File: config.mk
export PLATFORM = sky130hd
export DESIGN_NAME = mbr_predicate_compare_core
export DESIGN_NICKNAME = d
export VERILOG_FILES = /design/src/mbrpc_pkg.sv /design/src/mbrpc_dim_test.sv /design/src/mbrpc_ref_cmp.sv /design/src/mbr_predicate_compare_core.sv
export SDC_FILE = /design/constraint.sdc
export NUM_CORES = 1
export LEC_CHECK = 0
export ABC_AREA = 1
export CORE_AREA = 8 8 265 267
export DETAILED_ROUTE_END_ITERATION = 8
export DIE_AREA = 0 0 273 275
export DONT_BUFFER_PORTS = 1
export PLACE_DENSITY = 0.6
export SYNTH_ARGS = -nofsm -noshare
export SYNTH_HDL_FRONTEND = slang
export SYNTH_HIERARCHICAL = 1
export SYNTH_SLANG_ARGS = --single-unit
File: constraint.sdc
create_clock -name i_clk -period 19.4 [get_ports i_clk]
set_clock_uncertainty 0.15 [all_clocks]
set_input_delay 0.97 -clock i_clk [delete_from_list [all_inputs] [get_ports i_clk]]
set_output_delay 0.97 -clock i_clk [all_outputs]
set_load 0.02 [all_outputs]
File: src/mbrpc_pkg.sv
// Shared types and codes for the bounding-box predicate compare block.
// Self-contained; imported by the design modules of the block.
`timescale 1ns / 1ps
`default_nettype none

package mbrpc_pkg;

    // Spatial predicate codes; codes 5 to 7 are unused and always fail.
    typedef enum logic [2:0] {
        PRED_INTERSECT = 3'd0,
        PRED_CONTAIN   = 3'd1,
        PRED_WITHIN    = 3'd2,
        PRED_EQUAL     = 3'd3,
        PRED_DISJOINT  = 3'd4
    } t_pred;

    // Configuration register indexes.
    localparam logic [1:0] CFG_PREDICATE    = 2'd0;
    localparam logic [1:0] CFG_COORD_SIGNED = 2'd1;
    localparam logic [1:0] CFG_CHECK_DATA   = 2'd2;
    localparam logic [1:0] CFG_REF_BYTES    = 2'd3;

    localparam int CFG_DATA_W = 4;

    // Reset values of the configuration registers.
    localparam logic [2:0] RST_PREDICATE    = 3'd0;
    localparam logic       RST_COORD_SIGNED = 1'b1;
    localparam logic       RST_CHECK_DATA   = 1'b0;
    localparam logic [3:0] RST_REF_BYTES    = 4'd4;

    typedef struct packed {
        logic [2:0] predicate;
        logic       coord_signed;
        logic       check_data;
        logic [3:0] ref_bytes;
    } t_cfg;

endpackage

`default_nettype wire

File: src/mbrpc_dim_test.sv
// Per-dimension predicate test on one set of box bounds.
// Depends on mbrpc_pkg for the configuration struct and predicate codes.
`timescale 1ns / 1ps
`default_nettype none

module mbrpc_dim_test #(
    parameter int COORD_WIDTH = 64
) (
    input  mbrpc_pkg::t_cfg          i_cfg,
    input  wire [COORD_WIDTH-1:0]    i_a_min,
    input  wire [COORD_WIDTH-1:0]    i_a_max,
    input  wire [COORD_WIDTH-1:0]    i_b_min,
    input  wire [COORD_WIDTH-1:0]    i_b_max,
    output logic                     o_fail
);
    import mbrpc_pkg::*;

    localparam logic [COORD_WIDTH-1:0] SIGN_BIT = {1'b1, {(COORD_WIDTH-1){1'b0}}};

    logic [COORD_WIDTH-1:0] flip;
    logic [COORD_WIDTH-1:0] a_lo, a_hi, b_lo, b_hi;

    // Flip the sign bit so unsigned order gives two's complement order.
    assign flip = i_cfg.coord_signed ? SIGN_BIT : '0;
    assign a_lo = i_a_min ^ flip;
    assign a_hi = i_a_max ^ flip;
    assign b_lo = i_b_min ^ flip;
    assign b_hi = i_b_max ^ flip;

    always_comb begin
        unique case (i_cfg.predicate)
            PRED_INTERSECT: o_fail = (a_lo > b_hi) || (b_lo > a_hi);
            PRED_CONTAIN:   o_fail = (b_lo > a_lo) || (b_hi < a_hi);
            PRED_WITHIN:    o_fail = (a_lo > b_lo) || (a_hi < b_hi);
            PRED_EQUAL:     o_fail = (a_lo != b_lo) || (a_hi != b_hi);
            PRED_DISJOINT:  o_fail = (a_lo <= b_hi) && (b_lo <= a_hi);
            default:        o_fail = 1'b1;
        endcase
    end

endmodule

`default_nettype wire

File: src/mbrpc_ref_cmp.sv
// Byte-wise record reference compare, most significant used byte first.
// Depends on mbrpc_pkg for the configuration struct.
`timescale 1ns / 1ps
`default_nettype none

module mbrpc_ref_cmp #(
    parameter int MAX_REF_BYTES = 8
) (
    input  mbrpc_pkg::t_cfg            i_cfg,
    input  wire [8*MAX_REF_BYTES-1:0]  i_a_ref,
    input  wire [8*MAX_REF_BYTES-1:0]  i_b_ref,
    output logic signed [8:0]          o_diff
);
    import mbrpc_pkg::*;

    localparam logic [3:0] MAX_N = 4'(MAX_REF_BYTES);

    logic [3:0] n_eff;

    // Clamp the configured length into 1..MAX_REF_BYTES.
    always_comb begin
        priority if (i_cfg.ref_bytes == 4'd0) begin
            n_eff = 4'd1;
        end else if (i_cfg.ref_bytes > MAX_N) begin
            n_eff = MAX_N;
        end else begin
            n_eff = i_cfg.ref_bytes;
        end
    end

    // Scan up from byte 0; a higher differing byte overrides, so the
    // first differing byte in big-endian order wins.
    always_comb begin
        o_diff = '0;
        for (int k = 0; k < MAX_REF_BYTES; k++) begin
            if ((4'(k) < n_eff) && (i_a_ref[8*k +: 8] != i_b_ref[8*k +: 8])) begin
                o_diff = $signed({1'b0, i_a_ref[8*k +: 8]})
                       - $signed({1'b0, i_b_ref[8*k +: 8]});
            end
        end
    end

endmodule

`default_nettype wire

File: src/mbr_predicate_compare_core.sv
// Top level of the bounding-box predicate compare block.
// Depends on mbrpc_pkg, mbrpc_dim_test and mbrpc_ref_cmp.
//
// Channel   Direction  Handshake            Payload
// -------   ---------  -------------------  ------------------------------------------
// request   in         i_valid / o_stall    a/b min/max, a/b ref, last_dim
// result    out        o_valid / i_stall    match, ref_diff (one per last dimension)
// config    in         i_cfg_we             i_cfg_index, i_cfg_wdata
//
// One request per cycle is accepted while o_stall is low; a last-dimension
// request reaches the result through the input register, the single compare
// stage between the two registers, then the result register.
// A stalled result holds the result register; only last-dimension requests
// need it, so other dimensions keep flowing while a result waits.
// Reset (synchronous, active low) empties both stages, clears the sticky
// fail flag and loads the configuration reset values.
`timescale 1ns / 1ps
`default_nettype none

module mbr_predicate_compare_core #(
    parameter int COORD_WIDTH   = 64,
    parameter int MAX_REF_BYTES = 8
) (
    input  wire                               i_clk,
    input  wire                               i_rst_n,

    input  wire                               i_cfg_we,
    input  wire [1:0]                         i_cfg_index,
    input  wire [mbrpc_pkg::CFG_DATA_W-1:0]   i_cfg_wdata,

    input  wire                               i_valid,
    output logic                              o_stall,
    input  wire [63:0]                        i_a_min,
    input  wire [63:0]                        i_a_max,
    input  wire [63:0]                        i_b_min,
    input  wire [63:0]                        i_b_max,
    input  wire [63:0]                        i_a_ref,
    input  wire [63:0]                        i_b_ref,
    input  wire                               i_last_dim,

    output logic                              o_valid,
    input  wire                               i_stall,
    output logic                              o_match,
    output logic signed [8:0]                 o_ref_diff
);
    import mbrpc_pkg::*;

    localparam int REF_W = 8 * MAX_REF_BYTES;

    // Configuration registers.
    t_cfg r_cfg;

    // Input stage.
    logic                   r_s1_valid;
    logic                   r_s1_last;
    logic [COORD_WIDTH-1:0] r_a_min, r_a_max, r_b_min, r_b_max;
    logic [REF_W-1:0]       r_a_ref, r_b_ref;

    // Sticky fail flag across the dimensions of one key.
    logic r_fail_seen, n_fail_seen;

    // Result stage.
    logic              r_out_valid;
    logic              r_match, n_match;
    logic signed [8:0] r_diff, n_diff;

    logic              dim_fail;
    logic              fail_all;
    logic signed [8:0] cmp_diff;
    logic              out_free;
    logic              s1_adv;
    logic              s1_free;
    logic              in_take;

    // ------------------------------------------------------------------
    // Configuration writes
    // ------------------------------------------------------------------
    always_ff @(posedge i_clk) begin
        if (!i_rst_n) begin
            r_cfg.predicate    <= RST_PREDICATE;
            r_cfg.coord_signed <= RST_COORD_SIGNED;
            r_cfg.check_data   <= RST_CHECK_DATA;
            r_cfg.ref_bytes    <= RST_REF_BYTES;
        end else if (i_cfg_we) begin
            unique case (i_cfg_index)
                CFG_PREDICATE:    r_cfg.predicate    <= i_cfg_wdata[2:0];
                CFG_COORD_SIGNED: r_cfg.coord_signed <= i_cfg_wdata[0];
                CFG_CHECK_DATA:   r_cfg.check_data   <= i_cfg_wdata[0];
                CFG_REF_BYTES:    r_cfg.ref_bytes    <= i_cfg_wdata[3:0];
                default:          r_cfg              <= r_cfg;
            endcase
        end
    end

    // ------------------------------------------------------------------
    // Flow control
    // ------------------------------------------------------------------
    // The result register is free when empty or being drained this cycle.
    assign out_free = !r_out_valid || !i_stall;
    // Only a last dimension needs the result register to move on.
    assign s1_adv   = r_s1_valid && (!r_s1_last || out_free);
    assign s1_free  = !r_s1_valid || s1_adv;
    assign o_stall  = !s1_free;
    assign in_take  = i_valid && s1_free;

    always_ff @(posedge i_clk) begin
        if (!i_rst_n) begin
            r_s1_valid <= 1'b0;
        end else if (s1_free) begin
            r_s1_valid <= i_valid;
        end
    end

    // Capture the request; only the used coordinate and reference bits.
    always_ff @(posedge i_clk) begin
        if (in_take) begin
            r_s1_last <= i_last_dim;
            r_a_min   <= i_a_min[COORD_WIDTH-1:0];
            r_a_max   <= i_a_max[COORD_WIDTH-1:0];
            r_b_min   <= i_b_min[COORD_WIDTH-1:0];
            r_b_max   <= i_b_max[COORD_WIDTH-1:0];
            r_a_ref   <= i_a_ref[REF_W-1:0];
            r_b_ref   <= i_b_ref[REF_W-1:0];
        end
    end

    // ------------------------------------------------------------------
    // Compare stage
    // ------------------------------------------------------------------
    mbrpc_dim_test #(
        .COORD_WIDTH (COORD_WIDTH)
    ) u_dim_test (
        .i_cfg   (r_cfg),
        .i_a_min (r_a_min),
        .i_a_max (r_a_max),
        .i_b_min (r_b_min),
        .i_b_max (r_b_max),
        .o_fail  (dim_fail)
    );

    mbrpc_ref_cmp #(
        .MAX_REF_BYTES (MAX_REF_BYTES)
    ) u_ref_cmp (
        .i_cfg   (r_cfg),
        .i_a_ref (r_a_ref),
        .i_b_ref (r_b_ref),
        .o_diff  (cmp_diff)
    );

    assign fail_all = r_fail_seen || dim_fail;

    always_comb begin
        // Report the reference difference only when the boxes matched and
        // data checking is on.
        n_diff      = (!fail_all && r_cfg.check_data) ? cmp_diff : '0;
        n_match     = !fail_all && (n_diff == '0);
        // Clear after the last dimension, gather otherwise.
        n_fail_seen = r_s1_last ? 1'b0 : fail_all;
    end

    always_ff @(posedge i_clk) begin
        if (!i_rst_n) begin
            r_fail_seen <= 1'b0;
        end else if (s1_adv) begin
            r_fail_seen <= n_fail_seen;
        end
    end

    // ------------------------------------------------------------------
    // Result register
    // ------------------------------------------------------------------
    always_ff @(posedge i_clk) begin
        if (!i_rst_n) begin
            r_out_valid <= 1'b0;
        end else if (out_free) begin
            r_out_valid <= s1_adv && r_s1_last;
        end
    end

    always_ff @(posedge i_clk) begin
        if (s1_adv && r_s1_last) begin
            r_match <= n_match;
            r_diff  <= n_diff;
        end
    end

    assign o_valid    = r_out_valid;
    assign o_match    = r_match;
    assign o_ref_diff = r_diff;

endmodule

`default_nettype wire

After elaboration in Yosys (flattened, before gate mapping)
Index checks and enable logic that the tools add are counted.
{ "totals": {"reg_bits": 407, "latch_bits": 0, "ram_bits": 0, "mem_bits_ro": 0, "input_bits": 396, "output_inout_bits": 12, "word_cells": 112, "mem_count": 0} }
{ "classes": {"add_sub_neg": 8, "n_mul": 0, "div": 0, "order_cmp": 17, "n_eq_ne": 17, "shifts": 0, "mux": 14, "n_bitwise": 4, "n_reduce_logical": 36} }
{ "ops": {"columns": ["cell", "count"], "rows": [
  ["64-bit > comparator", 4],
  ["64-bit bitwise XOR", 4],
  ["64-bit less-or-equal comparator", 2],
  ["64-bit < comparator", 2],
  ["64-bit inequality test", 2],
  ["9-bit two-way mux", 9],
  ["8-bit by 8-bit subtractor with 9-bit output", 8],
  ["64-bit two-way mux", 1],
  ["8-bit inequality test", 8],
  ["3-bit by 4-bit < comparator with 1-bit output (first input constant)", 4],
  ["1-bit logical AND", 14],
  ["9-bit zero test", 1],
  ["1-bit logical OR", 8],
  ["1-bit by 4-bit < comparator with 1-bit output (first input constant)", 2],
  ["2-bit by 4-bit < comparator with 1-bit output (first input constant)", 2],
  ["4-bit two-way mux", 2],
  ["2-bit AND reduction", 4],
  ["3-bit by 2-bit equality test with 1-bit output (second input constant)", 2],
  ["1-bit zero test", 6],
  ["1-bit case mux with 5 select lines", 1],
  ["2-bit equality test (second input constant)", 2],
  ["4-bit > comparator (second input constant)", 1],
  ["4-bit zero test", 1],
  ["3-bit by 1-bit equality test with 1-bit output (second input constant)", 1],
  ["5 further kinds", 5]
]} }

Logic depth before layout (Yosys ltp)
{ "depth": {"ltp_word": 16, "mapped_depth": 27, "ltp_nobuf": 27} }

Hierarchy
The synthesis kept the hierarchy.
{ "by_module_without_submodules": {"columns": ["mod", "instances", "cells_each", "area_per_inst_um2", "seq_area_each_um2"], "rows": [
  ["mbr_predicate_compare_core", 1, 489, 12464.5, 12101.6],
  ["mbrpc_dim_test", 1, 1043, 6657.6, 0.0],
  ["mbrpc_ref_cmp", 1, 676, 3769.9, 0.0]
]} }

Least setup slack after synthesis
OpenSTA, ideal clock, no wires.
{ "synth_path": {"path_kind": "input-to-reg", "from": "in i_stall", "to": "reg r_a_max[0] (enable)", "setup_ns": 1.142, "arrival_time_ns": 17.134, "required_time_ns": 18.108, "slack_ns": 0.974, "path_stages": 3, "n_path_buf": 0, "cell_sequence": "nand2_1 -> nor2_1 -> nor2_1"} }
{ "synth_between": {"elab_chain_cells": 6} }
{ "synth_rtl": {"columns": ["element", "line_no", "source"], "rows": [
  ["start: declaration", "mbr_predicate_compare_core.sv:42", "input wire i_stall,"],
  ["1-bit zero test", "mbr_predicate_compare_core.sv:99", "assign out_free = !r_out_valid || !i_stall;"],
  ["1-bit logical OR", "mbr_predicate_compare_core.sv:99", null],
  ["1-bit logical OR", "mbr_predicate_compare_core.sv:101", "assign s1_adv = r_s1_valid && (!r_s1_last || out_free);"],
  ["1-bit logical AND", "mbr_predicate_compare_core.sv:101", null],
  ["1-bit logical OR", "mbr_predicate_compare_core.sv:102", "assign s1_free = !r_s1_valid || s1_adv;"],
  ["1-bit logical AND", "mbr_predicate_compare_core.sv:104", "assign in_take = i_valid && s1_free;"],
  ["via in_take", "mbr_predicate_compare_core.sv:73", "logic in_take;"],
  ["end signal: assignment", "mbr_predicate_compare_core.sv:119", "r_a_max <= i_a_max[COORD_WIDTH-1:0];"],
  ["end: declaration", "mbr_predicate_compare_core.sv:56", "logic [COORD_WIDTH-1:0] r_a_min, r_a_max, r_b_min, r_b_max;"]
]} }
The timed path passes the listed nets, and every way through them passes these cells.
A chain may end at the register's enable or synchronous reset.

Final worst setup path
{ "layout_path": {"from": "reg r_cfg[5] (netlist bit)", "to": "reg r_match, in the netlist o_match, data pin"} }
{ "layout_between": {"elab_chain_cells": 11, "word_cells_on_any_way": 27, "classes_between": "8 x order compare; 2 x eq/ne; 3 x mux; 4 x bitwise; 10 x reduce/logical"} }
{ "layout_rtl": {"columns": ["element", "line_no", "source"], "rows": [
  ["start: declaration", "mbr_predicate_compare_core.sv:51", "t_cfg r_cfg;"],
  ["start signal: assignment", "mbr_predicate_compare_core.sv:90", "default: r_cfg <= r_cfg;"],
  ["64-bit two-way mux (*)", "mbrpc_dim_test.sv:24", "assign flip = i_cfg.coord_signed ? SIGN_BIT : '0;"],
  ["64-bit bitwise XOR (on tied branches)", null, null],
  ["64-bit less-or-equal comparator, or another cell as far along", "mbrpc_dim_test.sv:36", "PRED_DISJOINT: o_fail = (a_lo <= b_hi) && (b_lo <= a_hi);"],
  ["1-bit logical AND, or another cell as far along", "mbrpc_dim_test.sv:36", null],
  ["1-bit case mux with 5 select lines (*)", "mbrpc_dim_test.sv:31", "unique case (i_cfg.predicate)"],
  ["via dim_fail", "mbr_predicate_compare_core.sv:67", "logic dim_fail;"],
  ["1-bit logical OR (*)", "mbr_predicate_compare_core.sv:150", "assign fail_all = r_fail_seen || dim_fail;"],
  ["1-bit zero test (*)", "mbr_predicate_compare_core.sv:155, mbr_predicate_compare_core.sv:156", null],
  ["1-bit logical AND", "mbr_predicate_compare_core.sv:155", "n_diff = (!fail_all && r_cfg.check_data) ? cmp_diff : '0;"],
  ["9-bit two-way mux", "mbr_predicate_compare_core.sv:155", null],
  ["9-bit zero test", "mbr_predicate_compare_core.sv:156", "n_match = !fail_all && (n_diff == '0);"],
  ["1-bit logical AND (*)", "mbr_predicate_compare_core.sv:156", null],
  ["via n_match", "mbr_predicate_compare_core.sv:64", "logic r_match, n_match;"],
  ["end signal: assignment", "mbr_predicate_compare_core.sv:182", "r_match <= n_match;"],
  ["end: declaration", "mbr_predicate_compare_core.sv:64", null]
]} }
The timed path passes the listed nets; every way through them passes the cells marked *.

==> flow_summary.toml <==
[critical_path]
startpoint_type = "flip-flop"
r2r_cells = 20
cp-end-kind = "flip-flop"
timing.critical_path.fanout_max = 5
crit_arrival_ns = 3.90
crit_required_ns = 19.59
critical_path_class = "reg2reg"
reg2reg_slack_ns = 15.69

[placed_design]
pre_cts_ws_ns = 15.19
dp_cells = 3081
port_buffers = 0
gp_congestion = 0.8997
hpwl_um = 50400

[cells_and_area]
nNetsFinal = 2981
drive_gt1_share_pct = 5.314
area_growth_pct = 11.52
fin_cells = 3194

[global_route]
grt_util_all_layers_pct = 15.90
grt_overflow = 0
grt_pass1_wl_um = 91530
antenna_found_initial = 48
grt_max_degree = 78
grt_pass1_vias = 15642

[synthesis]
synth-simple-area-share_pct = 13.20
synthXorXnorAreaFrac_pct = 0.9948
muxShareOfSynthArea_pct = 0
synthAdderAreaFrac_pct = 18.19
synth.distinct_cells = 48
synth.largest_area_cell = "edfxtp_1"
synth_area_per_cell_um2 = 10.37
yosysTopAreaCellShare_pct = 51.81
ys_seq_area_share_pct = 52.86
synth_top_family_by_area = "adder cells"
synthCells = 2208
syn_nets = 2932
ys_ff_latch = 407
synth_area_um2 = 22890
netlist_top_cells_area = "edfxtp_1 52%, ha_1 17%, nand2_1 7.2%, inv_1 6.7%, a21oi_1 4.3%"
ys_warn_count = 6
synth_compound_area_share_pct = 7.641

[route]
vias = 15266
antenna_left = 0
via_per_inst = 4.780
drcViolationCount = 0
wl_per_cell_um = 19.43
firstDrtPassIters = 5
initialDrtViolationCount = 812
routed_wl_um = 62060

[run]
maxCapViolCount = 0

[timing]
timing.fmax_mhz = 269.8
fin_crit_ns = 3.706
hold_violations = 0
worst_pin_slew_ns = 1.038
finalSetupViolCount = 0
fin_hold_ws_ns = 0.3211
maxSlewViolCount = 0
min_period_over_period_pct = 19.11
rsz0062_at_grt = "false"
slew-limit-headroom_pct = 30.80
tns_ns = 0
setup_ws_ns = 15.69

[clocking]
cts_tree = "built"
clk_pin_slew_worst_paths_ns = 0.06
post_cts_resized = 0
cts-root-buf = "clkbuf_16"
postCtsSetupBuffers = 0
insertion_delay_ns = 0.59
cts_buffer_depth = 3
ctsHoldBuffers = 0
cts.sinks = 407
cts_htree_levels = 2
cts_inserted_buffers = 47

[die]
die-area_um2 = 75080
dieHeight_um = 275
std_cell_rows = 95
core_um2 = 66330
die_w_um = 273
io_pins = 408
start_util_pct = 34.51

[run_status]
status = "finished clean"

[min_path]
holdPathStages = 2
hold_path.class = "reg2reg"

[power_and_ir_drop]
power_density_nw_per_um2 = 86.65
ir_drop_v = 0.00007281
power.total_w = 0.002212
p_leak_nw = 11.49
[cell usage in the layout (no fill, tap or decap), types with 15 or more instances in the layout]
cell and n:
a21oi_1 197, clkbuf_16 47, diode_2 25, edfxtp_1 395, ha_1 320, inv_1 406, nand2_1 440, nand3_1 61
nand4_1 28, nor2_1 108, nor3_1 15, o21a_1 15, o21ai_0 82, xor2_1 17
[flip-flops by register name, summed over array words and instances, names as in the netlist]
signal and count:
r_b_max 64, r_a_max 64, o_ref_diff 9, o_match 1, r_b_ref 64, r_a_ref 64
r_b_min 64, r_s1_last 1, r_s1_valid 1, r_cfg 9, o_valid 1, r_fail_seen 1
r_a_min 64
[worst paths after layout]
check,start,end
hold reg to reg,r_cfg[0]$_SDFFE_PN0P_,r_cfg[0]$_SDFFE_PN0P_
setup / recovery,r_cfg[5]$_SDFFE_PN1P_,o_match$_DFFE_PP_
setup reg to reg,r_cfg[5]$_SDFFE_PN1P_,o_match$_DFFE_PP_
hold / removal,r_cfg[0]$_SDFFE_PN0P_,r_cfg[0]$_SDFFE_PN0P_
[cell usage after synthesis, drive strengths merged]
| cell type | number |
|---|---|
| nor2 | 114 |
| nor3 | 19 |
| ha | 320 |
| xor2 | 17 |
| o21bai | 3 |
| or2 | 5 |
| o2111ai | 1 |
| and3 | 1 |
| xnor2 | 9 |
| o211ai | 8 |
| inv | 414 |
| o21a | 15 |
| nor2b | 1 |
| nand4 | 28 |
| o21ai | 87 |
| nand3b | 8 |
| o31ai | 1 |
| edfxtp | 395 |
| nor3b | 1 |
| fa | 8 |
| buf | 6 |
| clkinv | 4 |
| a211oi | 1 |
| a21o | 4 |
| o311ai | 2 |
| nand3 | 64 |
| o31a | 1 |
| nor4 | 8 |
| a21oi | 200 |
| dfxtp | 12 |
| a31oi | 3 |
| nand2 | 448 |
[metrics by stage]
step | area, um2 | utilization (%)
2_1_floorplan | 22890 | -
3_5_place_dp | 23980 | 36.16
4_1_cts | 25470 | 38.39
6_report | 25530 | 38.49
3_3_place_gp | 23980 | 36.16
5_1_grt | 25500 | 38.44
[layer usage]
metal	wire [um]	up-vias	GRT usage, %
met3	4617	115	4.892
met2	30800	400	27.68
met4	1605	20	5.283
li1	-	7651	-
met5	128	-	0
met1	24910	7080	18.52
[worst max-delay path: stages, from the launching register on]
cell and delay (ns):
dfxtp_1 0.47, xnor2_1 0.18, inv_1 0.07, ha_1 0.32
nand4_1 0.21, nor2_1 0.22, nand4_1 0.11, nor2_1 0.38
nand3_1 0.18, nand2_1 0.11, nand2_1 0.05, nand2_1 0.05
nand2_1 0.05, nor2_1 0.10, nand2_1 0.23, inv_1 0.11
nand2_1 0.07, nor2_1 0.18, o21ai_0 0.12, nand2_1 0.08
nor2_1 0.04
[logic make-up after synthesis]
kind of cell	count (synthesis)
flip-flops	407
buffers and inverters	424
adder cells (fa/ha/maj)	328
AND/OR/NAND/NOR	697
XOR/XNOR	26
AO/OA/AOI/OAI	326
[power by group]
part	switching (W)	internal, W
Combinational	0.000196	0.000108
Sequential	0.0000267	0.00102
Clock	0.000379	0.000479
[layout make-up]
class | instances | area [um2]
well taps | 873 | 1092
inverters | 418 | 1574
clock inverters | 32 | 272.8
clock buffers | 56 | 1210
diodes | 25 | 62.56
flip-flops and latches | 407 | 12100
fillers | 6481 | 40800
repair buffers | 6 | 45.04
multi-input cells | 1377 | 9170
No activity file was read; power rests on OpenSTA's default activity.
